--- config.mk ---
export PLATFORM = sky130hd
export DESIGN_NAME = port_knock_sequence_tracker_core
export DESIGN_NICKNAME = d
export VERILOG_FILES = /design/src/sv/pkst_pkg.sv /design/src/sv/port_knock_sequence_tracker_core.sv
export SDC_FILE = /design/constraint.sdc
export NUM_CORES = 1
export LEC_CHECK = 0
export ABC_CLOCK_PERIOD_IN_PS = 5760
export BUFFER_PORTS_ARGS = -buffer_cell sky130_fd_sc_hd__clkbuf_2
export CAP_MARGIN = 20
export CELL_PAD_IN_SITES_DETAIL_PLACEMENT = 0
export CELL_PAD_IN_SITES_GLOBAL_PLACEMENT = 2
export CORE_UTILIZATION = 42
export CTS_BUF_LIST = sky130_fd_sc_hd__clkbuf_4 sky130_fd_sc_hd__clkbuf_8
export DETAILED_ROUTE_END_ITERATION = 7
export GPL_TIMING_DRIVEN = 0
export PLACE_DENSITY_LB_ADDON = 0.08
export REMOVE_ABC_BUFFERS = 1
export SETUP_SLACK_MARGIN = 0.3
export SLEW_MARGIN = 40
export SYNTH_ARGS = -nofsm -noshare
export SYNTH_HDL_FRONTEND = slang
export SYNTH_SLANG_ARGS = --single-unit
--- constraint.sdc ---
create_clock -name clk -period 5.76 [get_ports clk]
set_input_delay 1.152 -clock clk [delete_from_list [all_inputs] [get_ports clk]]
set_output_delay 1.152 -clock clk [all_outputs]
set_load 0.01 [all_outputs]
--- src/sv/pkst_pkg.sv ---
`timescale 1ns / 1ps
// ----------------------------------------------------------------------------
// pkst_pkg
// Types and constants shared by the port-knock sequence tracker.
// ----------------------------------------------------------------------------
package pkst_pkg;

  localparam int PORT_W     = 16;
  localparam int DATA_W     = 32;
  localparam int CNT_W      = 8;
  localparam int SLOT_IDX_W = 2;
  localparam int CFG_IDX_W  = 2;
  localparam int NUM_SEQ    = 4;
  localparam int WIDE_W     = 64;

  localparam logic [CNT_W-1:0] CNT_MAX  = 8'hFF;
  localparam logic [CNT_W-1:0] CNT_WRAP = 8'h01;

  localparam logic STATUS_OK   = 1'b0;
  localparam logic STATUS_MISS = 1'b1;

  localparam logic [CFG_IDX_W-1:0] CFG_SEQ_PORT_A = 2'd0;
  localparam logic [CFG_IDX_W-1:0] CFG_SEQ_PORT_B = 2'd1;
  localparam logic [CFG_IDX_W-1:0] CFG_SEQ_PORT_C = 2'd2;
  localparam logic [CFG_IDX_W-1:0] CFG_SEQ_PORT_D = 2'd3;

  typedef enum logic [1:0] {
    OP_KNOCK = 2'd0,
    OP_CLEAR = 2'd1,
    OP_READ  = 2'd2
  } op_t;

  typedef enum logic {
    ST_IDLE,
    ST_EXEC
  } state_t;

  typedef struct packed {
    logic [1:0]            op;
    logic [PORT_W-1:0]     dest_port;
    logic [DATA_W-1:0]     chunk_data;
    logic [SLOT_IDX_W-1:0] slot_index;
  } knock_req_t;

  typedef struct packed {
    logic                  status;
    logic [SLOT_IDX_W-1:0] slot;
    logic [CNT_W-1:0]      hit_count;
    logic [DATA_W-1:0]     slot_data;
    logic                  all_hit;
  } knock_rsp_t;

endpackage

--- src/sv/port_knock_sequence_tracker_core.sv ---
`timescale 1ns / 1ps
// ----------------------------------------------------------------------------
// port_knock_sequence_tracker_core
// Follows one client's knock attempt against four configured ports.
// ----------------------------------------------------------------------------
// Usage:
//   Requests enter on in_valid/in_ready/in_data, results leave on
//   out_valid/out_ready/out_data; each request yields one result.
//   Sequence ports are written through cfg_wr_en/cfg_addr/cfg_wdata while
//   the block is idle.
//   At the accept edge the port match is captured and the slot memory read
//   starts; the edge that leaves ST_EXEC, once the output register is free,
//   writes the slot back, loads the output register and raises out_valid.
//   A new request is not taken until the current one has left ST_EXEC.
//   The output register holds a result while the receiver stalls; the next
//   request is still accepted, and its write-back waits until the output
//   register frees up.
//   Reset clears the sequence ports and the per-slot hit flags; a slot that
//   is not flagged reads as zero count and zero data, so the memory itself
//   needs no clearing pass. A clear request drops all flags.
// ----------------------------------------------------------------------------
module port_knock_sequence_tracker_core
  import pkst_pkg::*;
#(
  parameter int NUM_SLOTS  = 4,
  parameter int CHUNK_BITS = 32
) (
  input  logic                 clk,
  input  logic                 rst,
  input  logic                 in_valid,
  output logic                 in_ready,
  input  knock_req_t           in_data,
  output logic                 out_valid,
  input  logic                 out_ready,
  output knock_rsp_t           out_data,
  input  logic                 cfg_wr_en,
  input  logic [CFG_IDX_W-1:0] cfg_addr,
  input  logic [PORT_W-1:0]    cfg_wdata
);

  localparam int SLOT_W = (NUM_SLOTS > 1) ? $clog2(NUM_SLOTS) : 1;
  localparam int MEM_W  = CNT_W + CHUNK_BITS;

  logic [PORT_W-1:0] seq_port [NUM_SEQ];

  logic [MEM_W-1:0]  mem [NUM_SLOTS];
  logic [MEM_W-1:0]  rd_word;
  logic [NUM_SLOTS-1:0] valid;
  logic [NUM_SLOTS-1:0] valid_next;

  state_t state, state_next;
  logic   accept;
  logic   go;

  logic                  match_hit;
  logic [SLOT_W-1:0]     match_idx;
  logic [SLOT_W-1:0]     rd_addr;

  logic [1:0]            req_op;
  logic                  req_hit;
  logic                  req_active;
  logic [SLOT_IDX_W-1:0] req_slot;
  logic [SLOT_W-1:0]     req_addr;
  logic [DATA_W-1:0]     req_chunk;

  logic [CNT_W-1:0]      cur_cnt;
  logic [CHUNK_BITS-1:0] cur_chunk;
  logic [CNT_W-1:0]      new_cnt;
  logic [CHUNK_BITS-1:0] new_chunk;
  logic [WIDE_W-1:0]     chunk_wide;
  logic [WIDE_W-1:0]     store_wide;
  logic [WIDE_W-1:0]     new_wide;
  logic                  mem_we;
  knock_rsp_t            rsp_next;

  // sequence port registers
  always_ff @(posedge clk) begin
    if (rst) begin
      for (int i = 0; i < NUM_SEQ; i++) begin
        seq_port[i] <= '0;
      end
    end else if (cfg_wr_en) begin
      case (cfg_addr)
        CFG_SEQ_PORT_A: seq_port[0] <= cfg_wdata;
        CFG_SEQ_PORT_B: seq_port[1] <= cfg_wdata;
        CFG_SEQ_PORT_C: seq_port[2] <= cfg_wdata;
        CFG_SEQ_PORT_D: seq_port[3] <= cfg_wdata;
        default: ;
      endcase
    end
  end

  // lowest matching slot wins
  always_comb begin
    match_hit = 1'b0;
    match_idx = '0;
    for (int i = NUM_SLOTS - 1; i >= 0; i--) begin
      if (seq_port[i] == in_data.dest_port) begin
        match_hit = 1'b1;
        match_idx = SLOT_W'(i);
      end
    end
  end

  always_comb begin
    if (in_data.op == OP_KNOCK) begin
      rd_addr = match_idx;
    end else begin
      rd_addr = in_data.slot_index[SLOT_W-1:0];
    end
  end

  // control
  always_ff @(posedge clk) begin
    if (rst) begin
      state <= ST_IDLE;
    end else begin
      state <= state_next;
    end
  end

  always_comb begin
    state_next = state;
    in_ready   = 1'b0;
    go         = 1'b0;
    case (state)
      ST_IDLE: begin
        in_ready = 1'b1;
        if (in_valid) begin
          state_next = ST_EXEC;
        end
      end
      ST_EXEC: begin
        if (!out_valid || out_ready) begin
          go         = 1'b1;
          state_next = ST_IDLE;
        end
      end
      default: state_next = ST_IDLE;
    endcase
  end

  assign accept = in_valid && in_ready;

  // request capture
  always_ff @(posedge clk) begin
    if (accept) begin
      req_op     <= in_data.op;
      req_hit    <= match_hit;
      req_active <= (in_data.op == OP_KNOCK) || (int'(in_data.slot_index) < NUM_SLOTS);
      req_slot   <= (in_data.op == OP_KNOCK) ? SLOT_IDX_W'(match_idx) : in_data.slot_index;
      req_addr   <= rd_addr;
      req_chunk  <= in_data.chunk_data;
    end
  end

  // slot memory: count and chunk per entry
  always_ff @(posedge clk) begin
    if (accept) begin
      rd_word <= mem[rd_addr];
    end
    if (mem_we) begin
      mem[req_addr] <= {new_cnt, new_chunk};
    end
  end

  always_ff @(posedge clk) begin
    if (rst) begin
      valid <= '0;
    end else if (go) begin
      valid <= valid_next;
    end
  end

  // read-modify-write
  always_comb begin
    if (req_active && valid[req_addr]) begin
      cur_cnt   = rd_word[MEM_W-1 -: CNT_W];
      cur_chunk = rd_word[CHUNK_BITS-1:0];
    end else begin
      cur_cnt   = '0;
      cur_chunk = '0;
    end
    chunk_wide = WIDE_W'(req_chunk);
    new_chunk  = chunk_wide[CHUNK_BITS-1:0];
    new_cnt    = (cur_cnt == CNT_MAX) ? CNT_WRAP : cur_cnt + 1'b1;
    store_wide = WIDE_W'(cur_chunk);
    new_wide   = WIDE_W'(new_chunk);

    mem_we     = 1'b0;
    valid_next = valid;
    rsp_next   = '0;
    rsp_next.status = STATUS_OK;

    case (req_op)
      OP_KNOCK: begin
        if (req_hit) begin
          mem_we              = go;
          valid_next[req_addr] = 1'b1;
          rsp_next.slot       = req_slot;
          rsp_next.hit_count  = new_cnt;
          rsp_next.slot_data  = new_wide[DATA_W-1:0];
        end else begin
          rsp_next.status = STATUS_MISS;
        end
      end
      OP_CLEAR: begin
        valid_next = '0;
      end
      default: begin
        rsp_next.slot      = req_slot;
        rsp_next.hit_count = cur_cnt;
        rsp_next.slot_data = store_wide[DATA_W-1:0];
      end
    endcase
    rsp_next.all_hit = &valid_next;
  end

  // output register
  always_ff @(posedge clk) begin
    if (rst) begin
      out_valid <= 1'b0;
    end else if (go) begin
      out_valid <= 1'b1;
    end else if (out_ready) begin
      out_valid <= 1'b0;
    end
  end

  always_ff @(posedge clk) begin
    if (go) begin
      out_data <= rsp_next;
    end
  end

  a_one_in_flight: assert property (@(posedge clk) disable iff (rst)
    accept |=> !in_ready)
    else $error("request accepted while another is in progress");

  a_all_hit_tracks_flags: assert property (@(posedge clk) disable iff (rst)
    out_valid |-> (out_data.all_hit == (&valid)))
    else $error("all_hit disagrees with slot flags");

  a_miss_zero: assert property (@(posedge clk) disable iff (rst)
    (out_valid && out_data.status == STATUS_MISS) |->
      (out_data.hit_count == '0 && out_data.slot_data == '0 && out_data.slot == '0))
    else $error("miss result carries slot fields");

  a_hit_nonzero: assert property (@(posedge clk) disable iff (rst)
    (go && req_op == OP_KNOCK && req_hit) |=> (out_valid && out_data.hit_count != '0))
    else $error("matched knock produced zero count");

  a_clear_flags: assert property (@(posedge clk) disable iff (rst)
    (go && req_op == OP_CLEAR) |=> (valid == '0))
    else $error("clear left a slot flagged");

endmodule
Yosys cells after proc, flatten, opt, wreduce, memory -nomap -nowiden
Memories as Yosys holds them, arrays and structs flattened. A register that Yosys moved wholly into a read port is not among the register bits.
Cells that the tools add are included.
- $add $sub $neg: 1
- reduce and logical (&&, ||, !) cells: 10
- equality and inequality tests: 9
- muxes and demuxes: 52
- bitwise logic cells: 6
- order comparisons: 2
- operators with widths (operator ; count):
    $pmux W42 S2 ; 1
    $eq A16 B16 Y1 ; 4
    $mux W16 ; 4
    $mux W42 ; 1
    $mux W1 ; 33
    $mux W32 ; 1
    $mux W8 ; 2
    $mux W2 ; 5
    $add A8 B1 Y8 const B ; 1
    $eq A8 B8 Y1 const B ; 1
    $pmux W4 S2 ; 1
    $logic_not A2 Y1 ; 3
    $eq A2 B1 Y1 const B ; 2
    $eq A2 B2 Y1 const B ; 2
    $mux W4 ; 1
    $or A1 B1 Y1 ; 4
    $or A4 B4 Y4 ; 1
    $reduce_and A4 Y1 ; 1
    $lt A2 B3 Y1 const B ; 1
    $reduce_or A3 Y1 ; 1
    $bmux W1 S2 ; 1
    $demux W1 S2 ; 1
    $ge A2 B1 Y1 const B ; 1
    $logic_and A1 B1 Y1 ; 2
    other kinds (5) ; 5
- RAM bits: 224
- bits in registers: 87
- memories kept: 2
- output and inout bits: 46
- logic and storage cells: 94
- input port bits: 75
- memory list (memory ; depth ; bits a word ; rd ports ; clocked after Yosys merged registers in ; write ports ; RTL line ; source):
    mem ; 4 ; 40 ; 1 ; 1 ; 1 ; port_knock_sequence_tracker_core.sv:46 ; logic [MEM_W-1:0] mem [NUM_SLOTS];
    seq_port ; 4 ; 16 ; 4 ; 0 ; 4 ; port_knock_sequence_tracker_core.sv:44 ; logic [PORT_W-1:0] seq_port [NUM_SEQ];

Longest topological paths before layout
Gate-level depths: netlist of run 1.
- depth in word-level cells: 8
- depth in mapped cells: 10
- depth with buffers taken out: 8

Worst setup path before layout of run 1
No wires, ideal clock.
- kind: input to register
- start point: input out_ready
- end point: memory mem[0][0] (netlist name) (enable)
- stages on the path: 4
- buffers on the path: 0
- arrival time: 5.478 ns
- library setup time: 0.487 ns
- data required time: 5.273 ns
- path slack: -0.204 ns
- path through: nand2b_1 > and2_1 > nand2_1 > nor3_1
- longest elaborated chain between the ends: 7
- RTL lines (what ; RTL line ; source):
    start, declared ; port_knock_sequence_tracker_core.sv:34 ; input logic out_ready,
    $logic_or A1 B1 Y1 ; port_knock_sequence_tracker_core.sv:134 ; if (!out_valid || out_ready) begin
    $mux W1 ; port_knock_sequence_tracker_core.sv:134 ;
    $mux W1 ; port_knock_sequence_tracker_core.sv:126 ; case (state)
    via go ; port_knock_sequence_tracker_core.sv:53 ; logic go;
    $mux W1 ; port_knock_sequence_tracker_core.sv:197 ; if (req_hit) begin
    $mux W1 ; port_knock_sequence_tracker_core.sv:195 ; case (req_op)
    $mux W1 ; port_knock_sequence_tracker_core.sv:162 ; if (mem_we) begin
    $mux W1 (not written as such) ; port_knock_sequence_tracker_core.sv:163 ; mem[req_addr] <= {new_cnt, new_chunk};
    end, declared ; port_knock_sequence_tracker_core.sv:46 ;
The timed path passes the listed nets, and every way through them passes these cells.

Worst setup path after layout of run 1
- start point: input in_data[44] (netlist name)
- end point: register rd_word[10] (read register of mem) (data pin)
- longest elaborated chain between the ends: 6
- elaborated cells on any way between the ends: 9
- classes of those cells: eq/ne: 4; mux: 5
- RTL lines (what ; RTL line ; source):
    start, declared ; port_knock_sequence_tracker_core.sv:32 ; input knock_req_t in_data,
    $eq A16 B16 Y1 ; port_knock_sequence_tracker_core.sv:98 ; if (seq_port[i] == in_data.dest_port) begin
    $mux W2 (3 in a row) ; port_knock_sequence_tracker_core.sv:98 ;
    $mux W2 * ; port_knock_sequence_tracker_core.sv:98 ;
    $mux W2 * ; port_knock_sequence_tracker_core.sv:106 ; if (in_data.op == OP_KNOCK) begin
    end, declared ; port_knock_sequence_tracker_core.sv:47 ; logic [MEM_W-1:0] rd_word;
Mark *: on every way between the ends. The rest lies on a longest branch, timed or not.
A chain may end at the register's enable or synchronous reset.

==> results of run 1 <==
==> layout make-up <==
cell class / count / area [sq um] / area share, %
well taps: 442 / 553.0 / 3.317
flip-flops and latches: 351 / 10480 / 62.85
inverters: 3 / 11.26 / 0.06753
clock inverters: 25 / 128.9 / 0.7729
repair buffers: 162 / 1185 / 7.106
clock buffers: 83 / 1005 / 6.025
multi-input cells: 398 / 3312 / 19.86
==> final timing paths <==
| check | from | end | depth (start not counted) | slack [ns] |
|---|---|---|---|---|
| max | in_data[44] | rd_word[10]$_DFFE_PP_ | 10 | 1.96 |
| min | valid[3]$_SDFFE_PP0P_ | valid[3]$_SDFFE_PP0P_ | 2 | 0.52 |
| max reg2reg | seq_port[3][10]$_SDFFCE_PN0P_ | rd_word[10]$_DFFE_PP_ | 9 | 2.25 |
| min reg2reg | valid[3]$_SDFFE_PP0P_ | valid[3]$_SDFFE_PP0P_ | 2 | 0.52 |
==> cells in the mapped netlist, types with 4 or more instances <==
cell / number
nor2_1: 17
nand2_1: 12
buf_12: 9
xnor2_1: 35
nor4_2: 6
and2_1: 56
dfxtp_1: 6
nor4_1: 4
and3_1: 21
nor3_1: 4
edfxtp_1: 345
nand4_1: 11
a21oi_1: 4
mux2i_1: 120
nor2b_1: 6
xor2_1: 34
a22o_1: 40
clkbuf_1: 15
nand3_1: 5
buf_2: 4
==> worst reg2reg max path, stage by stage, from the launching register on <==
cell and delay, ns:
edfxtp_1 0.38, xor2_1 0.19, nor4_1 0.52, nand4_1 0.21, a2111oi_1 0.55, a21o_4 0.38
buf_12 0.31, buf_12 0.30, mux2i_1 0.29, mux2i_1 0.11
==> logic make-up (layout without fill, tap and decap cells) <==
logic type | after synthesis | count (layout) | synth area share (%)
XOR/XNOR | 69 | 69 | 4.325
AO/OA/AOI/OAI | 61 | 61 | 3.582
flip-flops | 351 | 351 | 75.01
multiplexers | 121 | 121 | 8.758
buffers and inverters | 33 | 273 | 1.997
AND/OR/NAND/NOR | 146 | 146 | 6.242
adder cells (fa/ha/maj) | 1 | 1 | 0.08954
==> registers in the layout, summed over array words and instances (netlist names) <==
signal,cells
state,1
out_valid,1
valid,4
req_op,2
new_chunk,32
seq_port,64
mem,160
req_addr,2
req_hit,1
rd_word,40
out_data,44
==> layer usage <==
layer,share of wire (%),up-vias,wire (um)
met1,42,3707,12790
met5,0,-,0
met2,51,177,15280
li1,-,3426,-
met3,4.4,60,1335
met4,2.6,0,793
==> power breakdown <==
group	switching, mW	internal (mW)	leakage (nW)	total [mW]
sequential	0.0548	2.92	3.29	2.97
combinational	0.194	0.144	2.21	0.338
clock	0.963	1.16	0.608	2.12
total	1.21	4.22	6.11	5.43
==> placed cells by master (no fill, tap or decap), types with 3 or more instances in the layout <==
| cell | netlist | final |
|---|---|---|
| nor2_4 | 0 | 3 |
| edfxtp_1 | 345 | 345 |
| xnor2_1 | 35 | 35 |
| dfxtp_1 | 6 | 6 |
| inv_1 | 3 | 3 |
| nor2_1 | 17 | 11 |
| nor4_2 | 6 | 6 |
| buf_4 | 1 | 10 |
| clkbuf_2 | 0 | 120 |
| mux2i_1 | 120 | 120 |
| buf_2 | 4 | 8 |
| a31oi_1 | 3 | 3 |
| nor2b_1 | 6 | 4 |
| clkbuf_4 | 0 | 22 |
| buf_12 | 9 | 4 |
| nor2_2 | 0 | 3 |
| clkinv_2 | 0 | 7 |
| nand2_1 | 12 | 12 |
| buf_16 | 0 | 8 |
| and2_1 | 56 | 54 |
| buf_6 | 0 | 3 |
| nor4_1 | 4 | 4 |
| a22o_1 | 40 | 40 |
| a21oi_1 | 4 | 4 |
| xor2_1 | 34 | 34 |
| clkbuf_8 | 0 | 61 |
| nand4_1 | 11 | 11 |
| nand3_1 | 5 | 5 |
| buf_8 | 0 | 9 |
| and3_1 | 21 | 21 |
| clkinv_1 | 0 | 17 |
==> per-stage QoR <==
stage | cells | total power, mW | cell area [sq um] | utilization, %
finish | 1464 | 5.434 | 16670 | 51.12
global placement | 1314 | 3.349 | 14860 | 45.55
detailed placement | 1356 | 3.370 | 15540 | 47.63
CTS | 1464 | 5.517 | 16670 | 51.10
global route | 1464 | 5.644 | 16670 | 51.12
floorplan | 752 | 3.200 | 13700 | -
==> results.cfg, run 1 <==
[outcome]
status = finished clean

[placement]
port_buffers = 120
dp_worst_setup_slack_ns = 1.324
detailedPlacementHpwl_mm = 19.81
finalWeightedCongestion = 0.7533

[synth]
synth.distinct_cells = 40
synth.top_cells.by_area = edfxtp_1 74%, mux2i_1 8.6%, a22o_1 2.5%
synth_async_sr_flop_share_pct = 0
synth-seq-area-share_pct = 75.01
synth.avg_cell_area_sq_um = 17.87
mappedNetlistArea_sq_mm = 0.01397
synth_cells = 782
synth_top_area_share_pct = 74.15
synth_enable_flop_cells = 345
yosysWarnings = 0
synth.ff_latch_count = 351
post-synth-top-area-cell = edfxtp_1
ys.flop_type = edfxtp_1

[final_layout]
areaGrowthSynthToFinish_pct = 19.34
antennaDiodeCount = 0
final.fill_count = 2759
design.final.nets = 1051
share_of_post_route_cells_with_drive_strength_above_1_pct = 27.30

[pwr]
p_leak_nw = 6.115
maximum_vdd_drop_mv = 0.1605
power_per_cell_area_mw_per_mm2 = 325.9

[die]
initial_utilization_pct = 42.83
die-area_sq_mm = 0.03400
floorplan.core_area_sq_mm = 0.03262
placementRows = 66
die_h_um = 184.4
chipWidth_um = 184.4
ios = 121

[timing]
post_route_setup_tns_ns = 0
fin_hold_ws_ns = 0.5204
finalCritPeriodShare_pct = 65.95
clock.fmax_mhz = 263.3
layout_min_cycle_time_ns = 3.798
worst_slew_margin_rel_pct = 48.24
hold_viol_final = 0
unrepaired_setup_endpoints_after_global_routing = false
worstMarginPinSlew_ns = 0.7756
timing.clock.skew_ns = 0.02204
setup_slack_ns = 1.962
timing.final.max_slew_violations = 0
setup_viol = 0

[cts]
cts-resized-gates = 0
worst_skew_late_latency_ns = 0.62
cts_setup_buffers = 0
cts-hold-fix-buffers = 0
tritoncts = done
cts_num_sinks = 351
clock_tree.htree_level_count = 2
clk_pin_slew_worst_paths_ns = 0.06
cts_max_path_buffers = 3
cts_buffers = 59
cts_root_buffer = clkbuf_8

[grt]
global_route.peak_usage_layer = met2
grt_max_degree = 34
global_route_wire_length_before_repair_mm = 45.97
antenna_violations_before_repair = 0
grt_use_met2_pct = 31.64
grt_util_all_layers_pct = 18.39
grt_use_met1_pct = 22.67
overflow = 0
grt_pass1_vias = 7986
use_met3_pct = 4.110

[worst_setup_path]
endpoint_kind = flip-flop
cpMaxStageDelayCell = a2111oi_1
slowest_delay_ns = 0.55
crit_fanout = 33
timing_worst_setup_path_type = input port to flip-flop
critical_path.startpoint_type = input port
critPathTopFamily = compound AO/OA/AOI/OAI gates
critical_path.n_buffers_inverters = 3
critical_path.cell_chain = clkbuf_2, xor2_1, nor4_1, nand4_1, a2111oi_1, a21o_4, buf_12, buf_12, mux2i_1, mux2i_1
critical_path_arrival_ns = 4.14
required_ns = 6.11

[route]
routed-via-count = 7370
route.antenna.remaining_nets = 0
wirelength_mm = 30.20
drc = 0
dr.first_iter.drc_count = 451
route.detailed.wl_per_inst_um = 20.63
drt-vias-per-instance = 5.034
drtPass1Iterations = 4

[hold_path]
min_path_type = flip-flop to flip-flop

[flow_run]
maxCapViolCount = 0
Power figures use the tool's default switching activity.
==> run 2, diff against run 1 <==
ABC_CLOCK_PERIOD_IN_PS = 3100   (was 5760)
clock period = 3.1 ns   (was 5.76 ns; I/O delays follow)
==> results.cfg, run 2 (synthesis results as in run 1) <==
[cts]
clk_pin_slew_worst_paths_ns = 0.06
cts-hold-fix-buffers = 0
cts_buffers = 59
clock_tree.htree_level_count = 2
cts_root_buffer = clkbuf_8
cts_num_sinks = 351
cts_max_path_buffers = 3
tritoncts = done
worst_skew_late_latency_ns = 0.62

[worst_setup_path]
critical_path_arrival_ns = 3.06
slowest_delay_ns = 0.43
rrSetupSlack_ns = 0.38
required_ns = 3.44
critical_path.startpoint_type = flip-flop
crit_fanout = 7
timing_worst_setup_path_type = flip-flop to flip-flop
rr_worst_depth = 9
r2r-start = seq_port[2][6]$_SDFFCE_PN0P_
critical_path.cell_chain = xor2_1, nor4_2, nand4_1, a2111oi_4, a21o_4, buf_16, buf_16, mux2i_1, mux2i_1
endpoint_kind = flip-flop
cpMaxStageDelayCell = a2111oi_4
rr_endpoint = rd_word[10]$_DFFE_PP_

[final_layout]
mostFrequentLayoutCells = 345 x edfxtp_1, 120 x clkbuf_2, 117 x mux2i_1, 61 x clkbuf_8, 54 x and2_1
most_common_library_cell_in_the_layout_ignoring_fill_and_taps = edfxtp_1
share_of_post_route_cells_with_drive_strength_above_1_pct = 29.86
final.fill_count = 2726
largest_register = mem
reg_top3 = mem x160, seq_port x64, out_data x44
areaGrowthSynthToFinish_pct = 22.19
antennaDiodeCount = 0
design.final.nets = 1074
post-route-util_pct = 52.34
largest_register_ff_count = 160

[timing]
worst_slew_margin_rel_pct = 47.34
timing.final.max_slew_violations = 0
worstMarginPinSlew_ns = 0.7890
hold_viol_final = 0
clock.fmax_mhz = 368.0
layout_min_cycle_time_ns = 2.717
setup_viol = 0
unrepaired_setup_endpoints_after_global_routing = true
finalCritPeriodShare_pct = 87.66
timing.clock.skew_ns = 0.02475

[flow_run]
maxCapViolCount = 0

[grt]
grt_util_all_layers_pct = 18.78
grt_pass1_vias = 8090
overflow = 0
global_route_wire_length_before_repair_mm = 46.82
antenna_violations_before_repair = 0
grt_max_degree = 33

[die]
die_h_um = 184.4
chipWidth_um = 184.4
die-area_sq_mm = 0.03400
ios = 121
initial_utilization_pct = 42.83
placementRows = 66
floorplan.core_area_sq_mm = 0.03262

[hold_path]
timing.hold.worst.start = in_data[11]
timing.hold.worst_endpoint = new_chunk[9]$_DFFE_PP_
min_path_type = input port to flip-flop
min_path_cells = 1

[pwr]
power_per_cell_area_mw_per_mm2 = 596.0
p_leak_nw = 6.302
design_power_total_mw = 10.17
maximum_vdd_drop_mv = 0.2974

[placement]
port_buffers = 120
detailedPlacementHpwl_mm = 19.81
finalWeightedCongestion = 0.7533

[route]
drtPass1Iterations = 6
route.antenna.remaining_nets = 0
dr.first_iter.drc_count = 367
route.detailed.wl_per_inst_um = 21.11
routed-via-count = 7523
drc = 0
wirelength_mm = 31.39
drt-vias-per-instance = 5.059

[outcome]
status = finished clean
-- run 2: cell types whose count changed in the layout (fill, tap and decap cells not counted), sizes merged --
| cell | previous run | this run |
|---|---|---|
| clkbuf | 203 | 206 |
| buf | 42 | 62 |
-- run 2: final cells by class --
class                      instances  area [sq um]  area share (%)
multi-input combinational        398          3386           19.83
clock inverter                    25         128.9          0.7549
timing repair buffer             185          1509           8.838
inverter                           3         11.26         0.06596
tap                              442         553.0           3.239
sequential                       351         10480           61.39
clock buffer                      83          1005           5.885
-- run 2: report_power, final --
part           total (mW)  switching (mW)  internal, mW
Sequential           5.52          0.0992          5.42
Clock                3.95            1.79          2.16
Combinational       0.708           0.393         0.314
-- run 2: metal layers --
metal	routed length, um	global-route usage, %	part of all wire [%]
met1	13420	23.14	43
met2	15740	32.17	50
met3	1303	4.130	4.2
met4	913	7.200	2.9
met5	0	0	0
-- run 2: worst max-delay path: cells and delay by family (launching register included) --
family,cells,cell delay [ns]
muxes,2,0.33
DFF,1,0.39
AOI/OAI and AO/OA,2,0.62
xor gates and xnor gates,1,0.17
buffers and inverters,2,0.33
and+or+nand+nor,2,0.60
-- run 2: how the worst max path moves through the flow --
stage	end	slack, ns	cells after the start	start
final	rd_word[10]$_DFFE_PP_	0.38	9	seq_port[2][6]$_SDFFCE_PN0P_
after global routing	rd_word[0]$_DFFE_PP_	0.27	9	seq_port[2][6]$_SDFFCE_PN0P_
after CTS	rd_word[11]$_DFFE_PP_	0.29	9	seq_port[3][6]$_SDFFCE_PN0P_
after detailed placement	rd_word[12]$_DFFE_PP_	-0.80	10	in_data[44]
after global placement	mem[1][6]$_DFFE_PP_	-7.77	5	req_op[1]$_DFFE_PP_
after floorplan	mem[0][0]$_DFFE_PP_	-2.42	5	req_op[1]$_DFFE_PP_
-- run 2: per-stage QoR --
step / instance area (sq um) / worst slack (ns) / instances / hold WS, ns / setup TNS (ns)
finish: 17070 / 0.3826 / 1487 / 0.1774 / 0
global route: 17070 / 0.2750 / 1487 / 0.1314 / 0
CTS: 16900 / 0.2936 / 1474 / 0.1083 / 0
detailed placement: 15540 / -0.8036 / 1356 / 0.5014 / -20.53
global placement: 14860 / -7.772 / 1314 / 0.4702 / -1634.04
floorplan: 13700 / -2.418 / 752 / 0.4474 / -476.68
-- run 2: timing repair --
action / in CTS / in global routing
buffers inserted: 7 / 10
pin swaps: 6 / 7
cloned: 3 / 3
hold endpoints to repair: 0 / 0
gates resized for setup: 16 / 4
setup endpoints to repair: 45 / 55
==> run 3, diff against run 2 <==
ABC_CLOCK_PERIOD_IN_PS = 3300   (was 3100)
CELL_PAD_IN_SITES_DETAIL_PLACEMENT = 1   (was 0)
CELL_PAD_IN_SITES_GLOBAL_PLACEMENT = 1   (was 2)
CORE_UTILIZATION = 55   (was 42)
TNS_END_PERCENT = 50   (was unset)
clock period = 3.3 ns   (was 3.1 ns; I/O delays follow)
==> results.cfg, run 3 (synthesis results as in run 1) <==
[outcome]
status = finished clean

[die]
floorplan.core_area_sq_mm = 0.02460
die_h_um = 161.4
die-area_sq_mm = 0.02605
placementRows = 57
chipWidth_um = 161.4
ios = 121
initial_utilization_pct = 56.79

[pwr]
switching_power_share_of_the_total_pct = 22.88
maximum_vdd_drop_mv = 0.3346
design_power_total_mw = 9.224
internal_power_mw = 7.113
p_clk_share_pct = 36.7
combPwrFrac_pct = 6.9
total_switching_power_mw = 2.111
p_leak_nw = 6.081
power_per_cell_area_mw_per_mm2 = 558.1
sequentialPowerShare_pct = 56.3

[worst_setup_path]
timing_worst_setup_path_type = flip-flop to flip-flop
required_ns = 3.62
crit_fanout = 17
critical_path_arrival_ns = 3.27
endpoint_kind = flip-flop
critical_path.startpoint_type = flip-flop

[flow_run]
maxCapViolCount = 0

[cts]
cts-hold-fix-buffers = 0
tritoncts = done
worst_skew_late_latency_ns = 0.58
clock_tree.htree_level_count = 2
cts_num_sinks = 351
clk_pin_slew_worst_paths_ns = 0.06
cts_max_path_buffers = 3
cts_buffers = 55
cts_root_buffer = clkbuf_8

[hold_path]
min_path_type = input port to flip-flop

[grt]
global_route_wire_length_before_repair_mm = 49.87
overflow = 0
antenna_violations_before_repair = 0
grt_util_all_layers_pct = 26.11
grt_max_degree = 32
grt_pass1_vias = 8353

[placement]
finalWeightedCongestion = 0.7581
post-place-cells = 1234
port_buffers = 120
detailedPlacementHpwl_mm = 21.12

[final_layout]
areaGrowthSynthToFinish_pct = 18.29
final.fill_count = 2185
most_common_library_cell_in_the_layout_ignoring_fill_and_taps = edfxtp_1
design.final.nets = 1051
mostFrequentLayoutCells = 345 x edfxtp_1, 120 x clkbuf_2, 119 x mux2i_1, 56 x clkbuf_8, 54 x and2_1
largest_register_ff_count = 160
antennaDiodeCount = 0
reg_top3 = mem x160, seq_port x64, out_data x44
largest_register = mem
share_of_post_route_cells_with_drive_strength_above_1_pct = 27.17
finalNonFillerCells = 1336

[timing]
clock.fmax_mhz = 338.8
finalCritPeriodShare_pct = 89.44
worst_slew_margin_rel_pct = 42.26
fin_hold_ws_ns = 0.2496
setup_viol = 0
layout_min_cycle_time_ns = 2.952
hold_viol_final = 0
unrepaired_setup_endpoints_after_global_routing = true
timing.final.max_slew_violations = 0
worstMarginPinSlew_ns = 0.8622
timing.clock.skew_ns = 0.02255

[route]
drt-vias-per-instance = 5.732
drc = 0
route.detailed.wl_per_inst_um = 24.64
drtPass1Iterations = 5
routed-via-count = 7658
wirelength_mm = 32.91
dr.first_iter.drc_count = 555
route.antenna.remaining_nets = 0
run 3: cell count changes in the layout (fill, tap and decap cells not counted), moves of 2 or more:
cell / change
buf_2: -2
buf_4: -6
buf_8: -7
clkbuf_16: -3
clkbuf_4: -6
clkbuf_8: -5
clkinv_2: -3
mux2i_1: +2
mux2i_2: -3
run 3: layout make-up:
class	instances	area (sq um)	share of cell area [%]
Clock inverter	22	107.6	0.6511
Multi-Input combinational cell	398	3364	20.36
Clock buffer	72	890.9	5.390
Timing Repair Buffer	166	1267	7.669
Inverter	3	11.26	0.06814
Sequential cell	351	10480	63.41
Tap cell	324	405.4	2.453
run 3: repair_timing:
action                     4_1_cts  5_1_grt
gates cloned                     2        0
pin swaps                        3        5
buffers inserted                 6        0
setup endpoints to repair       33       23
resized for setup                5        6
run 3: layer usage:
metal,up-vias,global-route usage (%),share of wire [%]
met5,-,0,0
met3,51,4.135,4.3
li1,3427,-,-
met1,3959,34.40,42
met2,221,45.38,52
met4,0,6.904,1.6
run 3: through the flow:
| step | setup TNS, ns | worst slack, ns | instance area [sq um] | utilization, % |
|---|---|---|---|---|
| floorplan | -425.64 | -2.218 | 13700 | - |
| global placement | -1396.37 | -6.796 | 14710 | 59.79 |
| detailed placement | -15.15 | -0.7193 | 15350 | 62.39 |
| CTS | 0 | 0.3133 | 16490 | 67.02 |
| global route | 0 | 0.2642 | 16530 | 67.17 |
| finish | 0 | 0.3484 | 16530 | 67.17 |
run 3: worst paths after layout:
check,start,to,slack (ns),cells after the start
hold / removal,in_data[16],new_chunk[14]$_DFFE_PP_,0.25,1
setup reg to reg,seq_port[3][6]$_SDFFCE_PN0P_,rd_word[8]$_DFFE_PP_,0.35,9
hold reg to reg,new_chunk[22]$_DFFE_PP_,mem[1][22]$_DFFE_PP_,0.52,0
setup / recovery,seq_port[3][6]$_SDFFCE_PN0P_,rd_word[8]$_DFFE_PP_,0.35,9
run 3: power by group through the flow:
stage	Combinational, mW	Sequential (mW)	Clock [mW]
6_report	0.641	5.19	3.39
5_1_grt	0.683	5.21	3.62
4_1_cts	0.640	5.19	3.44
3_5_place_dp	0.605	5.28	0
3_3_place_gp	0.539	5.28	0
2_1_floorplan	0.310	5.28	0
run 3: worst max-delay path: stages, from the launching register on:
cell and delay [ns]:
edfxtp_1 0.37, xor2_1 0.21, nor4_4 0.40, nand4_1 0.24
a2111oi_4 0.42, a21o_4 0.18, buf_16 0.21, buf_16 0.21
mux2i_1 0.29, mux2i_1 0.12
